### src/rtl/whlm_pkg.sv
// Shared types and constants for the wear-leveled hour meter.
// No dependencies; every other file of the block imports this package.
`default_nettype none
package whlm_pkg;

  localparam int SLOT_COUNT = 4;
  localparam int IDX_W      = (SLOT_COUNT > 1) ? $clog2(SLOT_COUNT) : 1;

  localparam logic [31:0] ERASED_WORD    = 32'hFFFF_FFFF;
  localparam logic [31:0] THRESHOLD_INIT = 32'd1000000;
  localparam logic [31:0] PERIOD_INIT    = 32'd360000000;

  localparam int CFG_IDX_W = 2;
  localparam logic [CFG_IDX_W-1:0] REG_THRESHOLD = 2'd0;
  localparam logic [CFG_IDX_W-1:0] REG_PERIOD    = 2'd1;

  typedef enum logic [3:0] {
    ST_IDLE,
    ST_LOAD,
    ST_THR,
    ST_ADD,
    ST_PER,
    ST_INC,
    ST_SCAN,
    ST_WCHK,
    ST_DONE
  } state_t;

  // Operation applied to the shared compare and add unit.
  typedef enum logic [2:0] {
    OP_NONE,
    OP_LOAD_CMP,
    OP_THR_CMP,
    OP_ACC_ADD,
    OP_PER_CMP,
    OP_INC_ADD,
    OP_MIN_CMP,
    OP_WR_CMP
  } op_t;

  typedef struct packed {
    logic accept;
    logic func;
    logic gt;
    logic scan_last;
    logic out_free;
  } status_t;

  typedef struct packed {
    logic in_ready;
    op_t  op;
    logic result_load;
  } ctrl_t;

endpackage
`default_nettype wire

### src/rtl/whlm_slot_file.sv
// Slot copies of the non-volatile words, one write and one read port.
// Depends on whlm_pkg for the slot count and index width.
`default_nettype none
module whlm_slot_file
  import whlm_pkg::*;
(
  input  wire logic             clk,
  input  wire logic             rst,
  input  wire logic             wr_en,
  input  wire logic [IDX_W-1:0] wr_addr,
  input  wire logic [31:0]      wr_data,
  input  wire logic [IDX_W-1:0] rd_addr,
  output logic      [31:0]      rd_data
);

  logic [31:0] slots [SLOT_COUNT];

  always_ff @(posedge clk) begin
    if (rst) begin
      for (int i = 0; i < SLOT_COUNT; i++) begin
        slots[i] <= '0;
      end
    end else if (wr_en) begin
      slots[wr_addr] <= wr_data;
    end
  end

  assign rd_data = slots[rd_addr];

endmodule
`default_nettype wire

### src/rtl/whlm_ctrl.sv
// Sequencer of the hour meter: walks one request through the shared unit.
// Depends on whlm_pkg for the state, operation and status types.
`default_nettype none
module whlm_ctrl
  import whlm_pkg::*;
(
  input  wire logic    clk,
  input  wire logic    rst,
  input  wire status_t stat,
  output ctrl_t        ctl
);

  state_t state, state_next;

  always_ff @(posedge clk) begin
    if (rst) begin
      state <= ST_IDLE;
    end else begin
      state <= state_next;
    end
  end

  always_comb begin
    state_next = state;
    unique case (state)
      ST_IDLE: begin
        if (stat.accept) begin
          state_next = stat.func ? ST_THR : ST_LOAD;
        end
      end
      ST_LOAD: state_next = ST_DONE;
      ST_THR:  state_next = stat.gt ? ST_ADD : ST_DONE;
      ST_ADD:  state_next = ST_PER;
      ST_PER:  state_next = stat.gt ? ST_INC : ST_DONE;
      ST_INC:  state_next = (SLOT_COUNT > 1) ? ST_SCAN : ST_WCHK;
      ST_SCAN: begin
        if (stat.scan_last) begin
          state_next = ST_WCHK;
        end
      end
      ST_WCHK: state_next = ST_DONE;
      ST_DONE: begin
        if (stat.out_free) begin
          state_next = ST_IDLE;
        end
      end
      default: state_next = ST_IDLE;
    endcase
  end

  always_comb begin
    ctl = '{in_ready: 1'b0, op: OP_NONE, result_load: 1'b0};
    unique case (state)
      ST_IDLE: ctl.in_ready    = 1'b1;
      ST_LOAD: ctl.op          = OP_LOAD_CMP;
      ST_THR:  ctl.op          = OP_THR_CMP;
      ST_ADD:  ctl.op          = OP_ACC_ADD;
      ST_PER:  ctl.op          = OP_PER_CMP;
      ST_INC:  ctl.op          = OP_INC_ADD;
      ST_SCAN: ctl.op          = OP_MIN_CMP;
      ST_WCHK: ctl.op          = OP_WR_CMP;
      ST_DONE: ctl.result_load = stat.out_free;
      default: ctl.op          = OP_NONE;
    endcase
  end

endmodule
`default_nettype wire

### src/rtl/wear_leveled_hour_meter_unit.sv
// One request at a time: a load checks and stores the slot word; a sample is compared with
// the threshold and, if above, added to the accumulator and compared with the period; a
// rollover then increments the count, scans the slots for the minimum and checks the write.
// No new request is taken before the result is handed on. The single shared 33-bit unit
// compares or adds one step per cycle; the slot minimum scan takes one slot per cycle.
// Reset clears all slots, count and accumulator at once and restores register defaults.
`default_nettype none
module wear_leveled_hour_meter_unit
  import whlm_pkg::*;
(
  input  wire logic                 clk,
  input  wire logic                 rst,
  input  wire logic                 in_valid,
  output logic                      in_ready,
  input  wire logic                 func,
  input  wire logic [3:0]           slot_index,
  input  wire logic [31:0]          slot_word,
  input  wire logic [31:0]          timer_us,
  output logic                      out_valid,
  input  wire logic                 out_ready,
  output logic                      timer_clear,
  output logic [31:0]               hours_tenths,
  output logic                      write_enable,
  output logic [3:0]                write_index,
  output logic [31:0]               write_value,
  input  wire logic                 cfg_valid,
  output logic                      cfg_ready,
  input  wire logic [CFG_IDX_W-1:0] cfg_index,
  input  wire logic [31:0]          cfg_data
);

  status_t stat;
  ctrl_t   ctl;

  logic [31:0] threshold, period;
  logic [31:0] hour_count;
  logic [32:0] acc;
  logic [31:0] word_reg, timer_reg;
  logic [3:0]  idx_reg;
  logic [31:0] min_val;
  logic [IDX_W-1:0] min_idx, cnt;
  logic        clr_p, we_p;
  logic [IDX_W-1:0] widx_p;
  logic [31:0] wval_p;

  logic [32:0] op_a, op_b, sum;
  logic        gt;
  logic        slot_we;
  logic [IDX_W-1:0] slot_waddr;
  logic [31:0] slot_wdata, slot_rdata;
  logic        accept, idx_ok, below_ceiling;

  assign accept    = in_valid && in_ready;
  assign in_ready  = ctl.in_ready;
  assign cfg_ready = 1'b1;

  assign idx_ok        = {1'b0, idx_reg} < 5'(SLOT_COUNT);
  assign below_ceiling = hour_count[31:1] != '1;

  // Shared compare and add unit; the sequencer picks its operands.
  always_comb begin
    op_a = '0;
    op_b = '0;
    unique case (ctl.op)
      OP_LOAD_CMP: begin op_a = {1'b0, word_reg};   op_b = {1'b0, hour_count}; end
      OP_THR_CMP:  begin op_a = {1'b0, timer_reg};  op_b = {1'b0, threshold};  end
      OP_ACC_ADD:  begin op_a = acc;                op_b = {1'b0, timer_reg};  end
      OP_PER_CMP:  begin op_a = acc;                op_b = {1'b0, period};     end
      OP_INC_ADD:  begin op_a = {1'b0, hour_count}; op_b = 33'd1;              end
      OP_MIN_CMP:  begin op_a = {1'b0, min_val};    op_b = {1'b0, slot_rdata}; end
      OP_WR_CMP:   begin op_a = {1'b0, hour_count}; op_b = {1'b0, min_val};    end
      OP_NONE:     begin op_a = '0;                 op_b = '0;                 end
      default:     begin op_a = '0;                 op_b = '0;                 end
    endcase
  end

  assign gt  = op_a > op_b;
  assign sum = op_a + op_b;

  always_comb begin
    slot_we    = 1'b0;
    slot_waddr = min_idx;
    slot_wdata = hour_count;
    if (ctl.op == OP_LOAD_CMP) begin
      slot_we    = idx_ok;
      slot_waddr = idx_reg[IDX_W-1:0];
      slot_wdata = word_reg;
    end else if (ctl.op == OP_WR_CMP) begin
      slot_we = gt;
    end
  end

  whlm_slot_file u_slots (
    .clk     (clk),
    .rst     (rst),
    .wr_en   (slot_we),
    .wr_addr (slot_waddr),
    .wr_data (slot_wdata),
    .rd_addr (cnt),
    .rd_data (slot_rdata)
  );

  assign stat = '{accept:    accept,
                  func:      func,
                  gt:        gt,
                  scan_last: cnt == IDX_W'(SLOT_COUNT - 1),
                  out_free:  !out_valid || out_ready};

  whlm_ctrl u_ctrl (
    .clk  (clk),
    .rst  (rst),
    .stat (stat),
    .ctl  (ctl)
  );

  always_ff @(posedge clk) begin
    if (rst) begin
      threshold <= THRESHOLD_INIT;
      period    <= PERIOD_INIT;
    end else if (cfg_valid) begin
      if (cfg_index == REG_THRESHOLD) begin
        threshold <= cfg_data;
      end else if (cfg_index == REG_PERIOD) begin
        period <= cfg_data;
      end
    end
  end

  // Request capture; an erased word is taken as zero from the start.
  always_ff @(posedge clk) begin
    if (accept) begin
      word_reg  <= (slot_word == ERASED_WORD) ? '0 : slot_word;
      idx_reg   <= slot_index;
      timer_reg <= timer_us;
    end
  end

  always_ff @(posedge clk) begin
    if (rst) begin
      hour_count <= '0;
      acc        <= '0;
      cnt        <= '0;
      clr_p      <= 1'b0;
      we_p       <= 1'b0;
      widx_p     <= '0;
      wval_p     <= '0;
    end else begin
      if (accept) begin
        cnt    <= '0;
        clr_p  <= 1'b0;
        we_p   <= 1'b0;
        widx_p <= '0;
        wval_p <= '0;
      end
      unique case (ctl.op)
        OP_LOAD_CMP: begin
          if (idx_ok && gt) begin
            hour_count <= word_reg;
          end
        end
        OP_THR_CMP: clr_p <= gt;
        OP_ACC_ADD: acc <= sum;
        OP_PER_CMP: begin
          if (gt) begin
            acc <= '0;
          end
        end
        OP_INC_ADD: begin
          if (below_ceiling) begin
            hour_count <= sum[31:0];
          end
          cnt <= IDX_W'(1);
        end
        OP_MIN_CMP: cnt <= cnt + IDX_W'(1);
        OP_WR_CMP: begin
          if (gt) begin
            we_p   <= 1'b1;
            widx_p <= min_idx;
            wval_p <= hour_count;
          end
        end
        OP_NONE: ;
        default: ;
      endcase
    end
  end

  // Running minimum of the scan; slot zero seeds it during the increment step.
  always_ff @(posedge clk) begin
    if (ctl.op == OP_INC_ADD) begin
      min_val <= slot_rdata;
      min_idx <= '0;
    end else if (ctl.op == OP_MIN_CMP && gt) begin
      min_val <= slot_rdata;
      min_idx <= cnt;
    end
  end

  always_ff @(posedge clk) begin
    if (rst) begin
      out_valid <= 1'b0;
    end else if (ctl.result_load) begin
      out_valid <= 1'b1;
    end else if (out_ready) begin
      out_valid <= 1'b0;
    end
  end

  always_ff @(posedge clk) begin
    if (ctl.result_load) begin
      timer_clear  <= clr_p;
      hours_tenths <= hour_count;
      write_enable <= we_p;
      write_index  <= 4'(widx_p);
      write_value  <= wval_p;
    end
  end

  a_write_is_count: assert property (@(posedge clk) disable iff (rst)
    out_valid && write_enable |-> write_value == hours_tenths)
    else $error("slot write value differs from reported count");

  a_write_needs_clear: assert property (@(posedge clk) disable iff (rst)
    out_valid && write_enable |-> timer_clear)
    else $error("slot write without accumulated sample");

  a_idle_fields_zero: assert property (@(posedge clk) disable iff (rst)
    out_valid && !write_enable |-> write_index == 4'd0 && write_value == 32'd0)
    else $error("write fields not zero without a write");

  a_busy_after_accept: assert property (@(posedge clk) disable iff (rst)
    accept |=> !in_ready)
    else $error("new request taken while one is in progress");

endmodule
`default_nettype wire
### config.mk
export PLATFORM = sky130hd
export DESIGN_NAME = wear_leveled_hour_meter_unit
export DESIGN_NICKNAME = d
export VERILOG_FILES = /design/src/rtl/whlm_pkg.sv /design/src/rtl/whlm_slot_file.sv /design/src/rtl/whlm_ctrl.sv /design/src/rtl/wear_leveled_hour_meter_unit.sv
export SDC_FILE = /design/constraint.sdc
export NUM_CORES = 1
export LEC_CHECK = 0
export ABC_AREA = 1
export BUFFER_PORTS_ARGS = -buffer_cell sky130_fd_sc_hd__buf_2
export CORE_MARGIN = 2
export CORE_UTILIZATION = 60
export CTS_BUF_LIST = sky130_fd_sc_hd__clkbuf_2 sky130_fd_sc_hd__clkbuf_4 sky130_fd_sc_hd__clkbuf_8
export DETAILED_ROUTE_END_ITERATION = 8
export GPL_TIMING_DRIVEN = 1
export PLACE_DENSITY = 0.8
export SKIP_CTS_REPAIR_TIMING = 1
export SLEW_MARGIN = 20
export SYNTH_ARGS = -nofsm -noshare
export SYNTH_HDL_FRONTEND = slang
export SYNTH_SLANG_ARGS = --single-unit
### constraint.sdc
create_clock -name clk -period 20.5 [get_ports clk]
set_input_delay 4.1 -clock clk [delete_from_list [all_inputs] [get_ports clk]]
set_output_delay 4.1 -clock clk [all_outputs]
set_load 0.01 [all_outputs]
; After elaboration in Yosys (flattened, before gate mapping)
; Memories as Yosys holds them, arrays and structs flattened. A register that Yosys moved wholly into a read port is not among the register bits.
; Cells that the tools add are included.
[classes]
n_addsub = 2
magnitude_cmp = 2
eq_ne = 25
n_mux = 48
bitwise = 1
reduce_logical = 23
[op_table]
columns = op, n
row1 = 32-bit two-way mux, 9
row2 = 33-bit one-hot mux with 8 select lines, 1
row3 = 33-bit one-hot mux with 6 select lines, 1
row4 = 33-bit one-hot mux with 2 select lines, 1
row5 = 32-bit one-hot mux with 2 select lines, 1
row6 = 33-bit adder, 1
row7 = 33-bit > comparator, 1
row8 = 33-bit two-way mux, 1
row9 = "32-bit equality test, second input constant", 1
row10 = 4-bit one-hot mux with 8 select lines, 1
row11 = 32-bit OR reduction, 1
row12 = "31-bit inequality test, second input constant", 1
row13 = 3-bit one-hot mux with 7 select lines, 1
row14 = 4-bit two-way mux, 5
row15 = 2-bit two-way mux, 9
row16 = 1-bit two-way mux, 17
row17 = "4-bit by 3-bit equality test with 1-bit output, second input constant", 4
row18 = "3-bit equality test, second input constant", 4
row19 = 2-bit nonzero test, 5
row20 = 3-bit AND reduction, 3
row21 = "4-bit by 2-bit equality test with 1-bit output, second input constant", 2
row22 = "2-bit inequality test, second input constant", 4
row23 = "3-bit by 2-bit equality test with 1-bit output, second input constant", 2
row24 = 2-bit OR reduction, 3
row25 = 18 further kinds, 22
[word_totals]
reg_bits = 342
ramBits = 128
inputBits = 108
out_inout_bits = 73
wordCells = 123
n_memories = 1
[mem_list]
columns = name, words, word_bits, read_ports, rd_ports_with_merged_regs, write_ports, line_no
row1 = u_slots.slots, 4, 32, 1, 1, 4, whlm_slot_file.sv:16  ; logic [31:0] slots [SLOT_COUNT];

; Depth between registers and ports, before layout
[depth]
ltp_word = 13
ltp_mapped = 31
depth_no_buf = 26

; Hierarchy
; From an unflattened synthesis, not the netlist that was laid out.
[hier_totals]
hier_cells = 2937
area_unflattened_um2 = 24028.0
[modules_own_cells]
columns = mod, instances, cells_per_inst, area_each_um2, seq_area_each_um2
row1 = wear_leveled_hour_meter_unit, 1, 2195, 17578.1, 8448.1
row2 = whlm_slot_file, 1, 691, 6130.9, 3843.7
row3 = whlm_ctrl, 1, 51, 319.1, 80.1

; Least setup slack after synthesis
; OpenSTA, ideal clock, no wires.
[synth_path]
kind = in2reg
from = in out_ready
to = reg hours_tenths[0], enable pin
setup_time_ns = 0.578
arrival_time_ns = 8.789
t_required_ns = 19.922
path_slack_ns = 11.133
stages = 2
n_path_buf = 0
cell_sequence = nor2_1 nor3_1
[synth_rtl]
columns = element, line_no
row1 = "start, declared", wear_leveled_hour_meter_unit.sv:20  ; input wire logic out_ready,
row2 = "end signal, assigned", wear_leveled_hour_meter_unit.sv:212  ; hours_tenths <= hour_count;
row3 = "end, declared", wear_leveled_hour_meter_unit.sv:22  ; output logic [31:0] hours_tenths,

==> flow_summary_export.csv <==
group,metric,value,unit
sta,fmax,128,MHz
clocking,root_buffer,"clkbuf_8",
synth,ys_types,48,
cells_and_area,finalNetCount,3054,
floorplan,io-pin-count,181,
critical_path,critPathMaxFanout,70,
route,wl_met2,35.8,mm
route,wl_met3,9.57,mm
flow_run,drv_cap,0,
power_and_ir_drop,switchingPower,1510,uW
status,violations,"DRC",
global_routing,antenna_found_initial,6,
synth,synthAdderAreaFrac,0.0355,
critical_path,worstSetupPathType,"reg2reg",
power_and_ir_drop,p_clk_frac,0.241,
synth,synth_area_leader_cell,"edfxtp_1",
power_and_ir_drop,seqPwrFrac,0.370,
route,drtAntennaViolNets,0,
critical_path,critPathRequiredTime,20.87,ns
cells_and_area,fin_cells,3461,
sta,setup_viol_count_final,0,
power_and_ir_drop,p_total,3450,uW
synth,syn_area,23500,um2
synth,ys_top_cells_by_area,"edfxtp_1, dfxtp_1, nor2_1, nand2_1, inv_1",
sta,finalCritPeriodShare,0.380,
synth,ys_warn_count,0,
clocking,clock_sinks,472,
sta,fin_tns_setup,0,ns
route,vias,21400,
global_routing,overflow,0,
sta,period_minus_slack,7.79,ns
status,status,"finished with violations",
cells_and_area,fillers,3093,
power_and_ir_drop,ir_worst_vdd,0.0000808,V
sta,skew,0.0384,ns
synth,syn_avg_cell_area,8.55,um2
synth,synth-seq-area-share,0.529,
floorplan,die_area,40700,um2
power_and_ir_drop,power_density,132,nW/um2
global_routing,grt_pass1_wl,120,mm
global_routing,grt_max_degree,86,
floorplan,initial_core_util,0.607,
placed_design,hpwl,56.9,mm
route,top_layer_used,"met5",
synth,netlist.area_leader.share,0.379,
clocking,clock_path_buffers,3,
sta,slew_viol_final,0,
power_and_ir_drop,swShare,0.438,
power_and_ir_drop,p_int,1940,uW
cells_and_area,largest_register_ffs,128,
synth,synthXorXnorAreaFrac,0.00336,
power_and_ir_drop,p_leak,0.0110,uW
route,routed_wirelength,80.9,mm
floorplan,die_h,202,um
critical_path,start_kind,"register",
synth,synth_compound_area_frac,0.148,
critical_path,cp-end-kind,"register",
placed_design,io_buffers,177,
clocking,htreeDepth,3,
cells_and_area,reg.largest.list,"u_slots.slots x128, acc x33",
sta,hold_violations,0,
synth,synth_simple_gate_area_frac,0.198,
floorplan,rows,72,
placed_design,place_inst,3319,
global_routing,grt_pass1_vias,20100,
cells_and_area,drive_gt1_frac,0.132,
cells_and_area,antennaDiodeCount,0,
route,wl_per_cell,23.4,um
floorplan,core-area,38600,um2
sta,slew-limit-headroom,0.231,
synth,ys_seq_elements,472,
route,dr.first_iter.drc_count,3278,
sta,rsz0062_at_grt,"no",
synth,postSynthCellCount,2744,
cells_and_area,regMostFlops,"u_slots.slots",
clocking,path_clk_slew,0.08,ns
synth,synth_top_family_by_area,"simple AND/OR/NAND/NOR gates",
route,drcViolationCount,1,
route,avgViaCountPerCell,6.19,
sta,worst-slew-pin-transition,1.15,ns
clocking,clk_latency,0.66,ns
critical_path,worstPathArrival,8.15,ns
global_routing,grt_usage,0.394,
clocking,cts_tree,"done",
worst_hold_path,min_path_type,"reg2reg",
cells_and_area,area_growth,11.3,%
placed_design,gp_congestion,0.970,
route,wl_met1,29.1,mm
power_and_ir_drop,comb_power_share,0.389,
route,dr.pass1.iters,9,
clocking,numCtsBuffers,77,
floorplan,die_w,202,um
synth,muxShareOfSynthArea,0.00128,
Yosys cell counts, drive strengths merged:
master	n
dfxtp	176
and3	1
fa	1
ha	65
o22ai	97
a21boi	3
a2111oi	8
or2	12
nand3b	11
o21ai	213
clkbuf	98
a31oi	2
a21oi	171
mux2i	3
nor2	469
nand2	407
o41ai	14
xor2	9
clkinv	2
a21o	2
edfxtp	296
nor4	12
o21a	2
o2111ai	6
o21bai	22
a221oi	27
nand4	22
a22oi	17
nand3	150
o211ai	15
buf	53
inv	335
nor3	21
conb	2
through the flow:
| stage | utilization | cell area, um2 | hold slack, ns | setup slack [ns] |
|---|---|---|---|---|
| after global routing | 0.676 | 26100 | 0.440 | 12.51 |
| final | 0.676 | 26100 | 0.427 | 12.71 |
| after CTS | 0.676 | 26100 | 0.431 | 13.07 |
| after floorplan | - | 23500 | 0.409 | 11.13 |
| after global placement | 0.635 | 24600 | 0.412 | 12.60 |
| after detailed placement | 0.635 | 24600 | 0.416 | 12.50 |
critical path, stage by stage, from the launching register on:
cell and delay, ns:
dfxtp_1 0.44, nand2_2 0.15, inv_2 0.05, nand2_4 0.14, buf_4 0.54, nand2_2 0.52
inv_1 0.61, nor2_1 0.15, o41ai_1 0.79, inv_1 0.16, ha_1 0.38, nor2_1 0.16
inv_1 0.11, nor3_1 0.38, nand4_1 0.59, nand3_4 0.76, nand2_4 0.21, nand4_4 0.39
nand2_1 0.49, buf_4 0.40
power groups by stage:
stage	Clock, uW	Sequential, uW	Combinational (uW)
after floorplan	0	1230	840
after global placement	0	1280	1270
after detailed placement	0	1280	1290
after CTS	831	1260	1290
after global routing	869	1280	1440
final	834	1280	1340
final cells by class:
class	count	area (um2)	area share
well taps	518	648	0.0248
repair buffers	207	1110	0.0425
clock inverters	31	195	0.00747
clock buffers	111	1360	0.0520
flip-flops and latches	472	12400	0.475
multi-input cells	1785	9120	0.349
inverters	337	1270	0.0485
cell usage in the layout (no fill, tap or decap), drive strengths merged, types with 6 or more instances in the layout:
cell type | netlist | routed
nand3b | 11 | 11
nand3 | 150 | 150
o2111ai | 6 | 6
a2111oi | 8 | 8
nand2 | 407 | 407
nor2 | 469 | 469
o21bai | 22 | 22
inv | 335 | 336
nand4 | 22 | 22
ha | 65 | 65
o21ai | 213 | 213
a21oi | 171 | 171
or2 | 12 | 12
o41ai | 14 | 14
buf | 53 | 207
o211ai | 15 | 15
nor4 | 12 | 12
xor2 | 9 | 9
a22oi | 17 | 17
o22ai | 97 | 97
dfxtp | 176 | 176
clkinv | 2 | 27
clkbuf | 98 | 111
nor3 | 21 | 21
a221oi | 27 | 27
edfxtp | 296 | 296
cells by family (layout without fill, tap and decap cells):
family	Yosys count	after routing
XOR/XNOR	9	9
multiplexers	3	3
flip-flops	472	472
AO/OA/AOI/OAI	599	599
adder cells (fa/ha/maj)	66	66
AND/OR/NAND/NOR	1105	1105
other	2	3
buffers and inverters	488	686
metal layers:
layer	vias up	track usage
met4	8	0.265
li1	9561	-
met3	338	0.0951
met1	9970	0.489
met2	1540	0.613
met5	-	0.00238
final timing paths:
check / startpoint / to / slack [ns] / cells after the start
worst max-delay path: u_ctrl.state[0]$_SDFFE_PP0P_ / u_slots.slots[0][27]$_SDFFCE_PN0P_ / 12.71 / 19
worst min-delay path: wval_p[22]$_SDFF_PP0_ / write_value[22]$_DFFE_PP_ / 0.43 / 0
worst max register to register: u_ctrl.state[0]$_SDFFE_PP0P_ / u_slots.slots[0][27]$_SDFFCE_PN0P_ / 12.71 / 19
worst min register to register: wval_p[22]$_SDFF_PP0_ / write_value[22]$_DFFE_PP_ / 0.43 / 0
(Power assumes the default switching activity.)
